File: src/rtl/bmra_pkg.sv
// ----------------------------------------------------------------------------
// bmra_pkg
// Shared types and constants of the bitmap run allocator.
// ----------------------------------------------------------------------------
package bmra_pkg;

  localparam int RUN_W   = 10;  // width of a requested run length
  localparam int START_W = 9;   // width of a returned start unit
  localparam int CFG_W   = 7;   // width of the map size register

  // Controller states.
  typedef enum logic [1:0] {
    ST_IDLE,
    ST_SCAN,
    ST_MARK,
    ST_FINISH
  } bmra_state_e;

  // Commands from the controller to the datapath.
  typedef struct packed {
    logic load;      // take a new request, restart the scan at the cursor
    logic scan;      // evaluate the byte in the read register
    logic fail;      // end the request as failed (no room or bad request), cursor back to zero
    logic mark;      // write one byte of the found run
    logic out_load;  // move the result into the output register
  } bmra_cmd_t;

  // Status from the datapath to the controller.
  typedef struct packed {
    logic bad;        // zero request or cursor outside the map
    logic hit;        // the run completes in the current byte
    logic scan_end;   // the current byte is the last byte of the map
    logic mark_last;  // the byte being marked is the last byte of the run
    logic out_free;   // output register can take a result this cycle
  } bmra_status_t;

endpackage

File: src/rtl/bmra_ctrl.sv
// ----------------------------------------------------------------------------
// bmra_ctrl
// Sequencer of the allocator: scan, mark and result hand-off.
// ----------------------------------------------------------------------------
module bmra_ctrl
  import bmra_pkg::*;
(
  input  logic         clk_i,
  input  logic         rst_ni,
  input  logic         in_valid_i,
  output logic         in_ready_o,
  input  bmra_status_t status_i,
  output bmra_cmd_t    cmd_o
);

  bmra_state_e state_q, state_d;

  always_ff @(posedge clk_i or negedge rst_ni) begin
    if (!rst_ni) begin
      state_q <= ST_IDLE;
    end else begin
      state_q <= state_d;
    end
  end

  // Next state.
  always_comb begin
    state_d = state_q;
    unique case (state_q)
      ST_IDLE: begin
        if (in_valid_i) state_d = ST_SCAN;
      end
      ST_SCAN: begin
        priority if (status_i.bad) begin
          state_d = ST_FINISH;
        end else if (status_i.hit) begin
          state_d = ST_MARK;
        end else if (status_i.scan_end) begin
          state_d = ST_FINISH;
        end
      end
      ST_MARK: begin
        if (status_i.mark_last) state_d = ST_FINISH;
      end
      ST_FINISH: begin
        if (status_i.out_free) state_d = ST_IDLE;
      end
      default: state_d = ST_IDLE;
    endcase
  end

  // Outputs.
  always_comb begin
    cmd_o      = '0;
    in_ready_o = 1'b0;
    unique case (state_q)
      ST_IDLE: begin
        in_ready_o = 1'b1;
        cmd_o.load = in_valid_i;
      end
      ST_SCAN: begin
        cmd_o.scan = !status_i.bad;
        cmd_o.fail = status_i.bad || (!status_i.hit && status_i.scan_end);
      end
      ST_MARK: begin
        cmd_o.mark = 1'b1;
      end
      ST_FINISH: begin
        cmd_o.out_load = status_i.out_free;
      end
      default: begin
        cmd_o = '0;
      end
    endcase
  end

endmodule

File: src/rtl/bmra_dp.sv
// ----------------------------------------------------------------------------
// bmra_dp
// Datapath: map memory, cursor, byte scanner, run marker and output register.
// ----------------------------------------------------------------------------
module bmra_dp
  import bmra_pkg::*;
#(
  parameter int MAP_BYTES_MAX = 64
) (
  input  logic               clk_i,
  input  logic               rst_ni,
  input  logic               cfg_we_i,
  input  logic [CFG_W-1:0]   cfg_wdata_i,
  input  logic [RUN_W-1:0]   run_length_i,
  input  bmra_cmd_t          cmd_i,
  output bmra_status_t       status_o,
  output logic               out_valid_o,
  input  logic               out_ready_i,
  output logic               out_status_o,
  output logic [START_W-1:0] out_start_o
);

  localparam int BW = (MAP_BYTES_MAX > 1) ? $clog2(MAP_BYTES_MAX) : 1;
  localparam int LW = (BW + 1 > CFG_W) ? BW + 1 : CFG_W;
  localparam int UW = BW + 3;

  // Configuration.
  logic [CFG_W-1:0] map_bytes_q;
  logic [LW-1:0]    map_ext, max_c, limit;

  always_ff @(posedge clk_i or negedge rst_ni) begin
    if (!rst_ni) begin
      map_bytes_q <= CFG_W'(64);
    end else if (cfg_we_i) begin
      map_bytes_q <= cfg_wdata_i;
    end
  end

  assign map_ext = LW'(map_bytes_q);
  assign max_c   = LW'(MAP_BYTES_MAX);
  assign limit   = (map_ext > max_c) ? max_c : map_ext;

  // Request and scan state.
  logic [RUN_W-1:0] need_q, found_q, found_d;
  logic [BW-1:0]    cursor_byte_q, byte_q, mark_q;
  logic [2:0]       cursor_bit_q;
  logic             first_q;
  logic [BW-1:0]    fbyte_q, fbyte_d, lbyte_q;
  logic [2:0]       fbit_q, fbit_d, lbit_q;
  logic [7:0]       fval_q, fval_d, lval_q;
  logic             res_fail_q;

  // Map memory with one valid bit per byte row; an invalid row reads zero.
  logic [7:0]    mem [MAP_BYTES_MAX];
  logic          row_vld_q [MAP_BYTES_MAX];
  logic [BW-1:0] rd_addr;
  logic [7:0]    rd_data_q, cur_val;
  logic          rd_vld_q;
  logic [7:0]    wdata;

  assign rd_addr = cmd_i.scan ? BW'(byte_q + 1'b1) : cursor_byte_q;

  always_ff @(posedge clk_i) begin
    rd_data_q <= mem[rd_addr];
    if (cmd_i.mark) begin
      mem[mark_q] <= wdata;
    end
  end

  always_ff @(posedge clk_i or negedge rst_ni) begin
    if (!rst_ni) begin
      rd_vld_q <= 1'b0;
      for (int i = 0; i < MAP_BYTES_MAX; i++) row_vld_q[i] <= 1'b0;
    end else begin
      rd_vld_q <= row_vld_q[rd_addr];
      if (cmd_i.mark) row_vld_q[mark_q] <= 1'b1;
    end
  end

  assign cur_val = rd_vld_q ? rd_data_q : 8'h00;

  // Byte scanner: walks the eight bits of the current byte in order.
  logic [2:0]    start_bit, hit_bit;
  logic          hit;
  logic [LW-1:0] byte_nx;

  assign start_bit = first_q ? cursor_bit_q : 3'd0;
  assign byte_nx   = LW'(byte_q) + LW'(1);

  always_comb begin
    found_d = found_q;
    fbyte_d = fbyte_q;
    fbit_d  = fbit_q;
    fval_d  = fval_q;
    hit     = 1'b0;
    hit_bit = 3'd0;
    for (int b = 0; b < 8; b++) begin
      if (!hit && (3'(b) >= start_bit)) begin
        if (cur_val[b]) begin
          found_d = '0;
        end else begin
          if (found_d == '0) begin
            fbyte_d = byte_q;
            fbit_d  = 3'(b);
            fval_d  = cur_val;
          end
          found_d = found_d + RUN_W'(1);
          if (found_d == need_q) begin
            hit     = 1'b1;
            hit_bit = 3'(b);
          end
        end
      end
    end
  end

  // Marker: old value of the end bytes is kept from the scan; interior bytes
  // of a run were all clear.
  logic [2:0] lo, hi;
  logic [7:0] base, mask;

  always_comb begin
    lo   = (mark_q == fbyte_q) ? fbit_q : 3'd0;
    hi   = (mark_q == lbyte_q) ? lbit_q : 3'd7;
    base = (mark_q == fbyte_q) ? fval_q : ((mark_q == lbyte_q) ? lval_q : 8'h00);
    for (int b = 0; b < 8; b++) begin
      mask[b] = (3'(b) >= lo) && (3'(b) <= hi);
    end
    wdata = base | mask;
  end

  always_ff @(posedge clk_i or negedge rst_ni) begin
    if (!rst_ni) begin
      cursor_byte_q <= '0;
      cursor_bit_q  <= '0;
      first_q       <= 1'b0;
      res_fail_q    <= 1'b0;
    end else begin
      if (cmd_i.load) begin
        first_q    <= 1'b1;
        res_fail_q <= 1'b0;
      end
      if (cmd_i.scan) begin
        first_q <= 1'b0;
        if (hit) begin
          if (hit_bit == 3'd7) begin
            cursor_bit_q  <= 3'd0;
            cursor_byte_q <= (byte_nx >= limit) ? '0 : BW'(byte_nx);
          end else begin
            cursor_bit_q  <= hit_bit + 3'd1;
            cursor_byte_q <= byte_q;
          end
        end
      end
      if (cmd_i.fail) begin
        cursor_byte_q <= '0;
        cursor_bit_q  <= '0;
        res_fail_q    <= 1'b1;
      end
    end
  end

  always_ff @(posedge clk_i) begin
    if (cmd_i.load) begin
      need_q  <= run_length_i;
      byte_q  <= cursor_byte_q;
      found_q <= '0;
    end
    if (cmd_i.scan) begin
      found_q <= found_d;
      fbyte_q <= fbyte_d;
      fbit_q  <= fbit_d;
      fval_q  <= fval_d;
      byte_q  <= BW'(byte_nx);
      if (hit) begin
        lbyte_q <= byte_q;
        lbit_q  <= hit_bit;
        lval_q  <= cur_val;
        mark_q  <= fbyte_d;
      end
    end
    if (cmd_i.mark) begin
      mark_q <= mark_q + BW'(1);
    end
  end

  // Output register.
  logic               out_valid_q;
  logic               out_status_q;
  logic [START_W-1:0] out_start_q;
  logic [UW+8:0]      first_ext;

  assign first_ext = {9'd0, fbyte_q, fbit_q};

  always_ff @(posedge clk_i or negedge rst_ni) begin
    if (!rst_ni) begin
      out_valid_q <= 1'b0;
    end else if (cmd_i.out_load) begin
      out_valid_q <= 1'b1;
    end else if (out_ready_i) begin
      out_valid_q <= 1'b0;
    end
  end

  always_ff @(posedge clk_i) begin
    if (cmd_i.out_load) begin
      out_status_q <= res_fail_q;
      out_start_q  <= res_fail_q ? '0 : first_ext[START_W-1:0];
    end
  end

  assign out_valid_o  = out_valid_q;
  assign out_status_o = out_status_q;
  assign out_start_o  = out_start_q;

  assign status_o.bad       = first_q && ((need_q == '0) || (LW'(cursor_byte_q) >= limit));
  assign status_o.hit       = hit;
  assign status_o.scan_end  = byte_nx >= limit;
  assign status_o.mark_last = mark_q == lbyte_q;
  assign status_o.out_free  = !out_valid_q || out_ready_i;

endmodule

File: src/rtl/bitmap_run_allocator_top.sv
// ----------------------------------------------------------------------------
// bitmap_run_allocator_top
// Next-fit allocator of contiguous runs over a map of used bits.
// ----------------------------------------------------------------------------
// A request beat on the slave stream carries a run length. The block scans
// the used-bit map from its roving cursor toward the end of the map, one map
// byte per cycle, for that many consecutive clear bits. On success it sets
// those bits one byte per cycle, moves the cursor one bit past the run and
// returns the start unit with tuser low; otherwise it returns tuser high,
// start zero, and the cursor goes back to zero. A zero request always fails.
// After the accepted request beat the block scans, on success marks the run,
// and loads the result into the output register once that register is free;
// the byte-wide read port of the map memory makes scan and mark go one byte
// at a time. One request is in work at a time, and the next request beat can
// be taken in the cycle after the result is loaded. The result sits in an
// output register, so a new request is taken while a result still waits; a
// stalled master side only holds the next result back. Reset clears the map
// (per-byte valid flags), the cursor, and sets map_bytes to 64. cfg_we_i
// writes map_bytes and must only be used while idle; the block itself does
// not enforce this.
// ----------------------------------------------------------------------------
module bitmap_run_allocator_top
  import bmra_pkg::*;
#(
  parameter int MAP_BYTES_MAX = 64
) (
  input  logic             clk_i,
  input  logic             rst_ni,
  // Configuration: map size in bytes.
  input  logic             cfg_we_i,
  input  logic [CFG_W-1:0] cfg_wdata_i,
  // Request stream.
  input  logic             s_axis_tvalid,
  output logic             s_axis_tready,
  input  logic [15:0]      s_axis_tdata,   // [9:0] run_length
  // Result stream.
  output logic             m_axis_tvalid,
  input  logic             m_axis_tready,
  output logic [15:0]      m_axis_tdata,   // [8:0] start_unit
  output logic [0:0]       m_axis_tuser    // [0] status
);

  bmra_cmd_t          cmd;
  bmra_status_t       status;
  logic               out_status;
  logic [START_W-1:0] out_start;

  // The controller issues one command set per cycle from its state, the request valid and the datapath status.
  bmra_ctrl u_ctrl (
    .clk_i      (clk_i),
    .rst_ni     (rst_ni),
    .in_valid_i (s_axis_tvalid),
    .in_ready_o (s_axis_tready),
    .status_i   (status),
    .cmd_o      (cmd)
  );

  // The datapath holds the map, the cursor and the output register.
  bmra_dp #(
    .MAP_BYTES_MAX (MAP_BYTES_MAX)
  ) u_dp (
    .clk_i        (clk_i),
    .rst_ni       (rst_ni),
    .cfg_we_i     (cfg_we_i),
    .cfg_wdata_i  (cfg_wdata_i),
    .run_length_i (s_axis_tdata[RUN_W-1:0]),
    .cmd_i        (cmd),
    .status_o     (status),
    .out_valid_o  (m_axis_tvalid),
    .out_ready_i  (m_axis_tready),
    .out_status_o (out_status),
    .out_start_o  (out_start)
  );

  // Pad the start unit to whole bytes.
  assign m_axis_tdata = {7'd0, out_start};
  assign m_axis_tuser = out_status;

endmodule

File: config.mk
export PLATFORM = sky130hd
export DESIGN_NAME = bitmap_run_allocator_top
export DESIGN_NICKNAME = d
export VERILOG_FILES = /design/src/rtl/bmra_pkg.sv /design/src/rtl/bmra_ctrl.sv /design/src/rtl/bmra_dp.sv /design/src/rtl/bitmap_run_allocator_top.sv
export SDC_FILE = /design/constraint.sdc
export NUM_CORES = 1
export LEC_CHECK = 0
export BUFFER_PORTS_ARGS = -buffer_cell sky130_fd_sc_hd__buf_2
export CORE_AREA = 2 2 254 256
export CTS_CLUSTER_DIAMETER = 50
export CTS_CLUSTER_SIZE = 10
export DETAILED_ROUTE_END_ITERATION = 10
export DIE_AREA = 0 0 256 258
export HOLD_SLACK_MARGIN = 0.08
export PLACE_DENSITY = 0.69
export SYNTH_ARGS = -nofsm -noshare
export SYNTH_HDL_FRONTEND = slang
export SYNTH_SLANG_ARGS = --single-unit
File: constraint.sdc
create_clock -name clk_i -period 10.75 [get_ports clk_i]
set_input_delay 2.15 -clock clk_i [delete_from_list [all_inputs] [get_ports clk_i]]
set_output_delay 2.15 -clock clk_i [all_outputs]
set_load 0.02 [all_outputs]
==> results.txt <==
----------------------------------------------------
[Outcome]
  Result of the run ... finished clean

[Synthesis]
  Average instance area after synthesis ... 13.2 um2
  Post-Syn Instances ... 2615
  Post-synthesis register bit count ... 681
  Yosys top cell by area ... edfxtp_1
  Biggest area contributors in the synthesized netlist ... edfxtp_1, mux4_2, dfrtp_1
  Fraction of registers with async set/reset ... 12.6%
  EDFF count, synth ... 587
  Sequential cell area fraction in the yosys report ... between 50% and 60%
  Cell area after synthesis ... between 30000 and 40000 um2
  Area share of the leading cell type in the synthesized netlist ... between 50 and 60%
  Count of distinct cell types in the synthesized netlist ... 117
  Warning count from the yosys run ... 0
  Main flop type after synthesis ... edfxtp_1

[Global routing]
  Number of antenna violations at the first check in global routing ... 1
  Overflow left after global routing ... 0
  Pin count of the biggest net entering global routing ... roughly 150
  Number of global-route vias before repair ... 23889
  Wire length of the first global-routing pass ... 145000 um
  Combined global-route utilization of all metal layers ... 29.0%

[Cells and area]
  Most common cell after layout, fill and taps aside ... edfxtp_1
  P&R area growth vs syn ... 14.9%
  Layout cells sized above 1 ... 24.7%
  Most used cells in the layout excluding fill and tap cells ... edfxtp_1, nand2_1, buf_4
  Final layout net count ... 2889
  Final cell count without fillers ... 3745
  Count of inserted antenna diode cells ... 0
  Post-route standard cell area excluding fillers ... a little under 40000 um2

[Setup path]
  Critical Path Most Common Cell ... buf_4
  Delay of the slowest cell on the worst path ... around 0.64 ns
  Category of the worst setup path capture point ... flip-flop
  Critical Path Slowest Stage Cell ... or4_1
  Setup slack of the worst register-to-register path ... 0.35 ns
  CP Buf/Inv Count ... 6
  Logic depth of the worst setup path including buffers ... 36
  Arr. time, crit path ... 10.95 ns
  Source of the worst register-to-register timing path ... u_dp.found_q[3]
  Worst path top cell family by delay ... simple AND/OR/NAND/NOR gates
  Worst-path maximum fanout ... 11
  Reg-to-Reg End ... u_dp.cursor_bit_q[1]
  Timing startpoint of the critical path ... u_dp.found_q[3]
  Worst r2r path cells ... 36
  Startpoint type of the worst setup path ... flip-flop
  Crit Path Category ... flip-flop to flip-flop
  Critical Path Sink ... u_dp.cursor_bit_q[1]
  Data required time at the worst endpoint ... 11.30 ns

[Drt]
  Routed vias ... 23989
  Number of nets still failing antenna checks after routing ... 0
  Routed Wire Length ... 96700 um
  DRC marker count from the first detailed-route iteration ... roughly 2300
  Residual DRC ... 0
  Detail-routed via count per cell ... 6.41
  Iteration count of the initial detailed-routing pass ... 5
  Routed length per placed instance ... 25.8 um

[Placement]
  Half-perimeter wire length after placement ... 64000 um
  I/O Buffers ... 33
  Placed instance count ... 3587
  Routability cong. ... 0.953
  Post-placement cell area ... 36800 um2

[Floorplanning]
  Chip Height ... ~260 um
  Initial Util ... 54.1%
  Standard cell core area ... between 60000 and 70000 um2
  I/O pin count ... 47
  Die X-Extent ... 256 um
  Core Rows ... 93
  Total Die Area ... ~66000 um2

[Clock tree]
  Clock tree from TritonCTS ... built
  Source-to-sink clock delay at the later pin of the worst-skew pair ... around 0.63 ns
  Clock root buffer master ... clkbuf_16
  Clock buffers created by TritonCTS ... 80
  Largest buffer count on any clock path ... 3
  Clock input transition at the sequential cells of the worst setup and hold paths ... 0.05 ns
  Clock Sinks ... 681
  Number of levels in the clock H-tree ... 3

[STA]
  Share of the cycle needed by the critical path after routing ... 96.7%
  Worst hold slack after final layout ... 0.458 ns
  Max Freq ... 96.2 MHz
  Tightest Pin Transition ... 1.30 ns
  Final count of pins violating max slew ... 0
  Final critical-path required period ... approximately 10 ns
  Setup TNS Final ... 0 ns
  Final setup vio count ... 0
  Number of hold violations in the final report ... 0
  Slew HR ... 13.3%
  Layout Skew ... 0.0252 ns

[Worst hold path]
  Origin of the worst min-delay path ... u_dp.row_vld_q[14]
  Min-delay worst type ... flip-flop to flip-flop

[Flow run]
  Maximum Capacitance Violations ... 0

----------------------------------------------------
flip-flops by register name, indices dropped and copies added, names as in the netlist, 7 cells and up:
name and cells:
u_dp.row_vld_q 64, u_dp.need_q 10, u_dp.found_q 10, u_dp.lval_q 7, u_dp.rd_data_q 8, u_dp.fval_q 8
u_dp.out_start_o 9, u_dp.map_bytes_q 7, u_dp.mem 512
how the worst min path moves through the flow:
| stage | end | cells past startpoint |
|---|---|---|
| floorplan | u_dp.lbyte_q[2] | 0 |
| global placement | u_dp.row_vld_q[56] | 1 |
| detailed placement | u_dp.row_vld_q[14] | 1 |
| CTS | u_dp.row_vld_q[14] | 1 |
| global route | u_dp.row_vld_q[50] | 1 |
| finish | u_dp.row_vld_q[14] | 1 |
routing by layer:
layer | vias to the layer above | global-route usage [%] | share of wire [%]
met5 | - | 0 | 0.0072
met4 | 2 | 14.0 | 4.8
met3 | 226 | 3.45 | 6.7
met2 | 1105 | 49.3 | 50
met1 | 12050 | 37.4 | 39
li1 | 10606 | - | -
timing repair:
| action | CTS | global route |
|---|---|---|
| gates resized for setup | 5 | 40 |
| pin swaps | 0 | 7 |
| hold buffers | 0 | 0 |
| endpoints found under the setup margin | 8 | 58 |
| setup buffers | 0 | 9 |
through the flow:
step	utilization [%]	setup WS, ns
after global placement	57.9	-0.152
after CTS	61.7	0.0423
after floorplan	-	0.0174
after detailed placement	57.9	-0.187
after global routing	62.2	-0.0835
final	62.2	0.352
cell usage after synthesis (41+ instances only):
library cell and count:
nor2_1 163, and3_1 66, edfxtp_1 587, a211oi_1 41
dfrtp_1 85, inv_1 57, nand4_1 42, a21oi_1 77
nand3_1 90, nand2_1 231, mux2i_1 47, xnor2_1 80
mux4_2 143, or2_2 71, nor3_1 50, clkbuf_1 78
o21ai_0 77
kinds of logic after synthesis:
| family | Yosys count | share of synthesized area (%) |
|---|---|---|
| muxes | 215 | 11.6 |
| xor gates and xnor gates | 113 | 3.03 |
| AOI/OAI and AO/OA | 491 | 10.6 |
| DFF | 681 | 57.9 |
| adders and majority gates | 38 | 1.38 |
| other | 1 | 0.0109 |
| and+or+nand+nor | 865 | 12.9 |
| buffers and inverters | 211 | 2.61 |
final cells by class:
cell class | instances | area (um2)
clock buffer | 141 | 2310
clock inverter | 8 | 129
fill | 4776 | 24100
inverter | 69 | 269
multi-input combinational | 1729 | 13900
sequential | 681 | 19900
tap | 855 | 1070
timing repair buffer | 262 | 1910
Power is left out: the tool's default activity adds up to more than one toggle a clock period on the data nets, which glitch-free logic cannot reach.
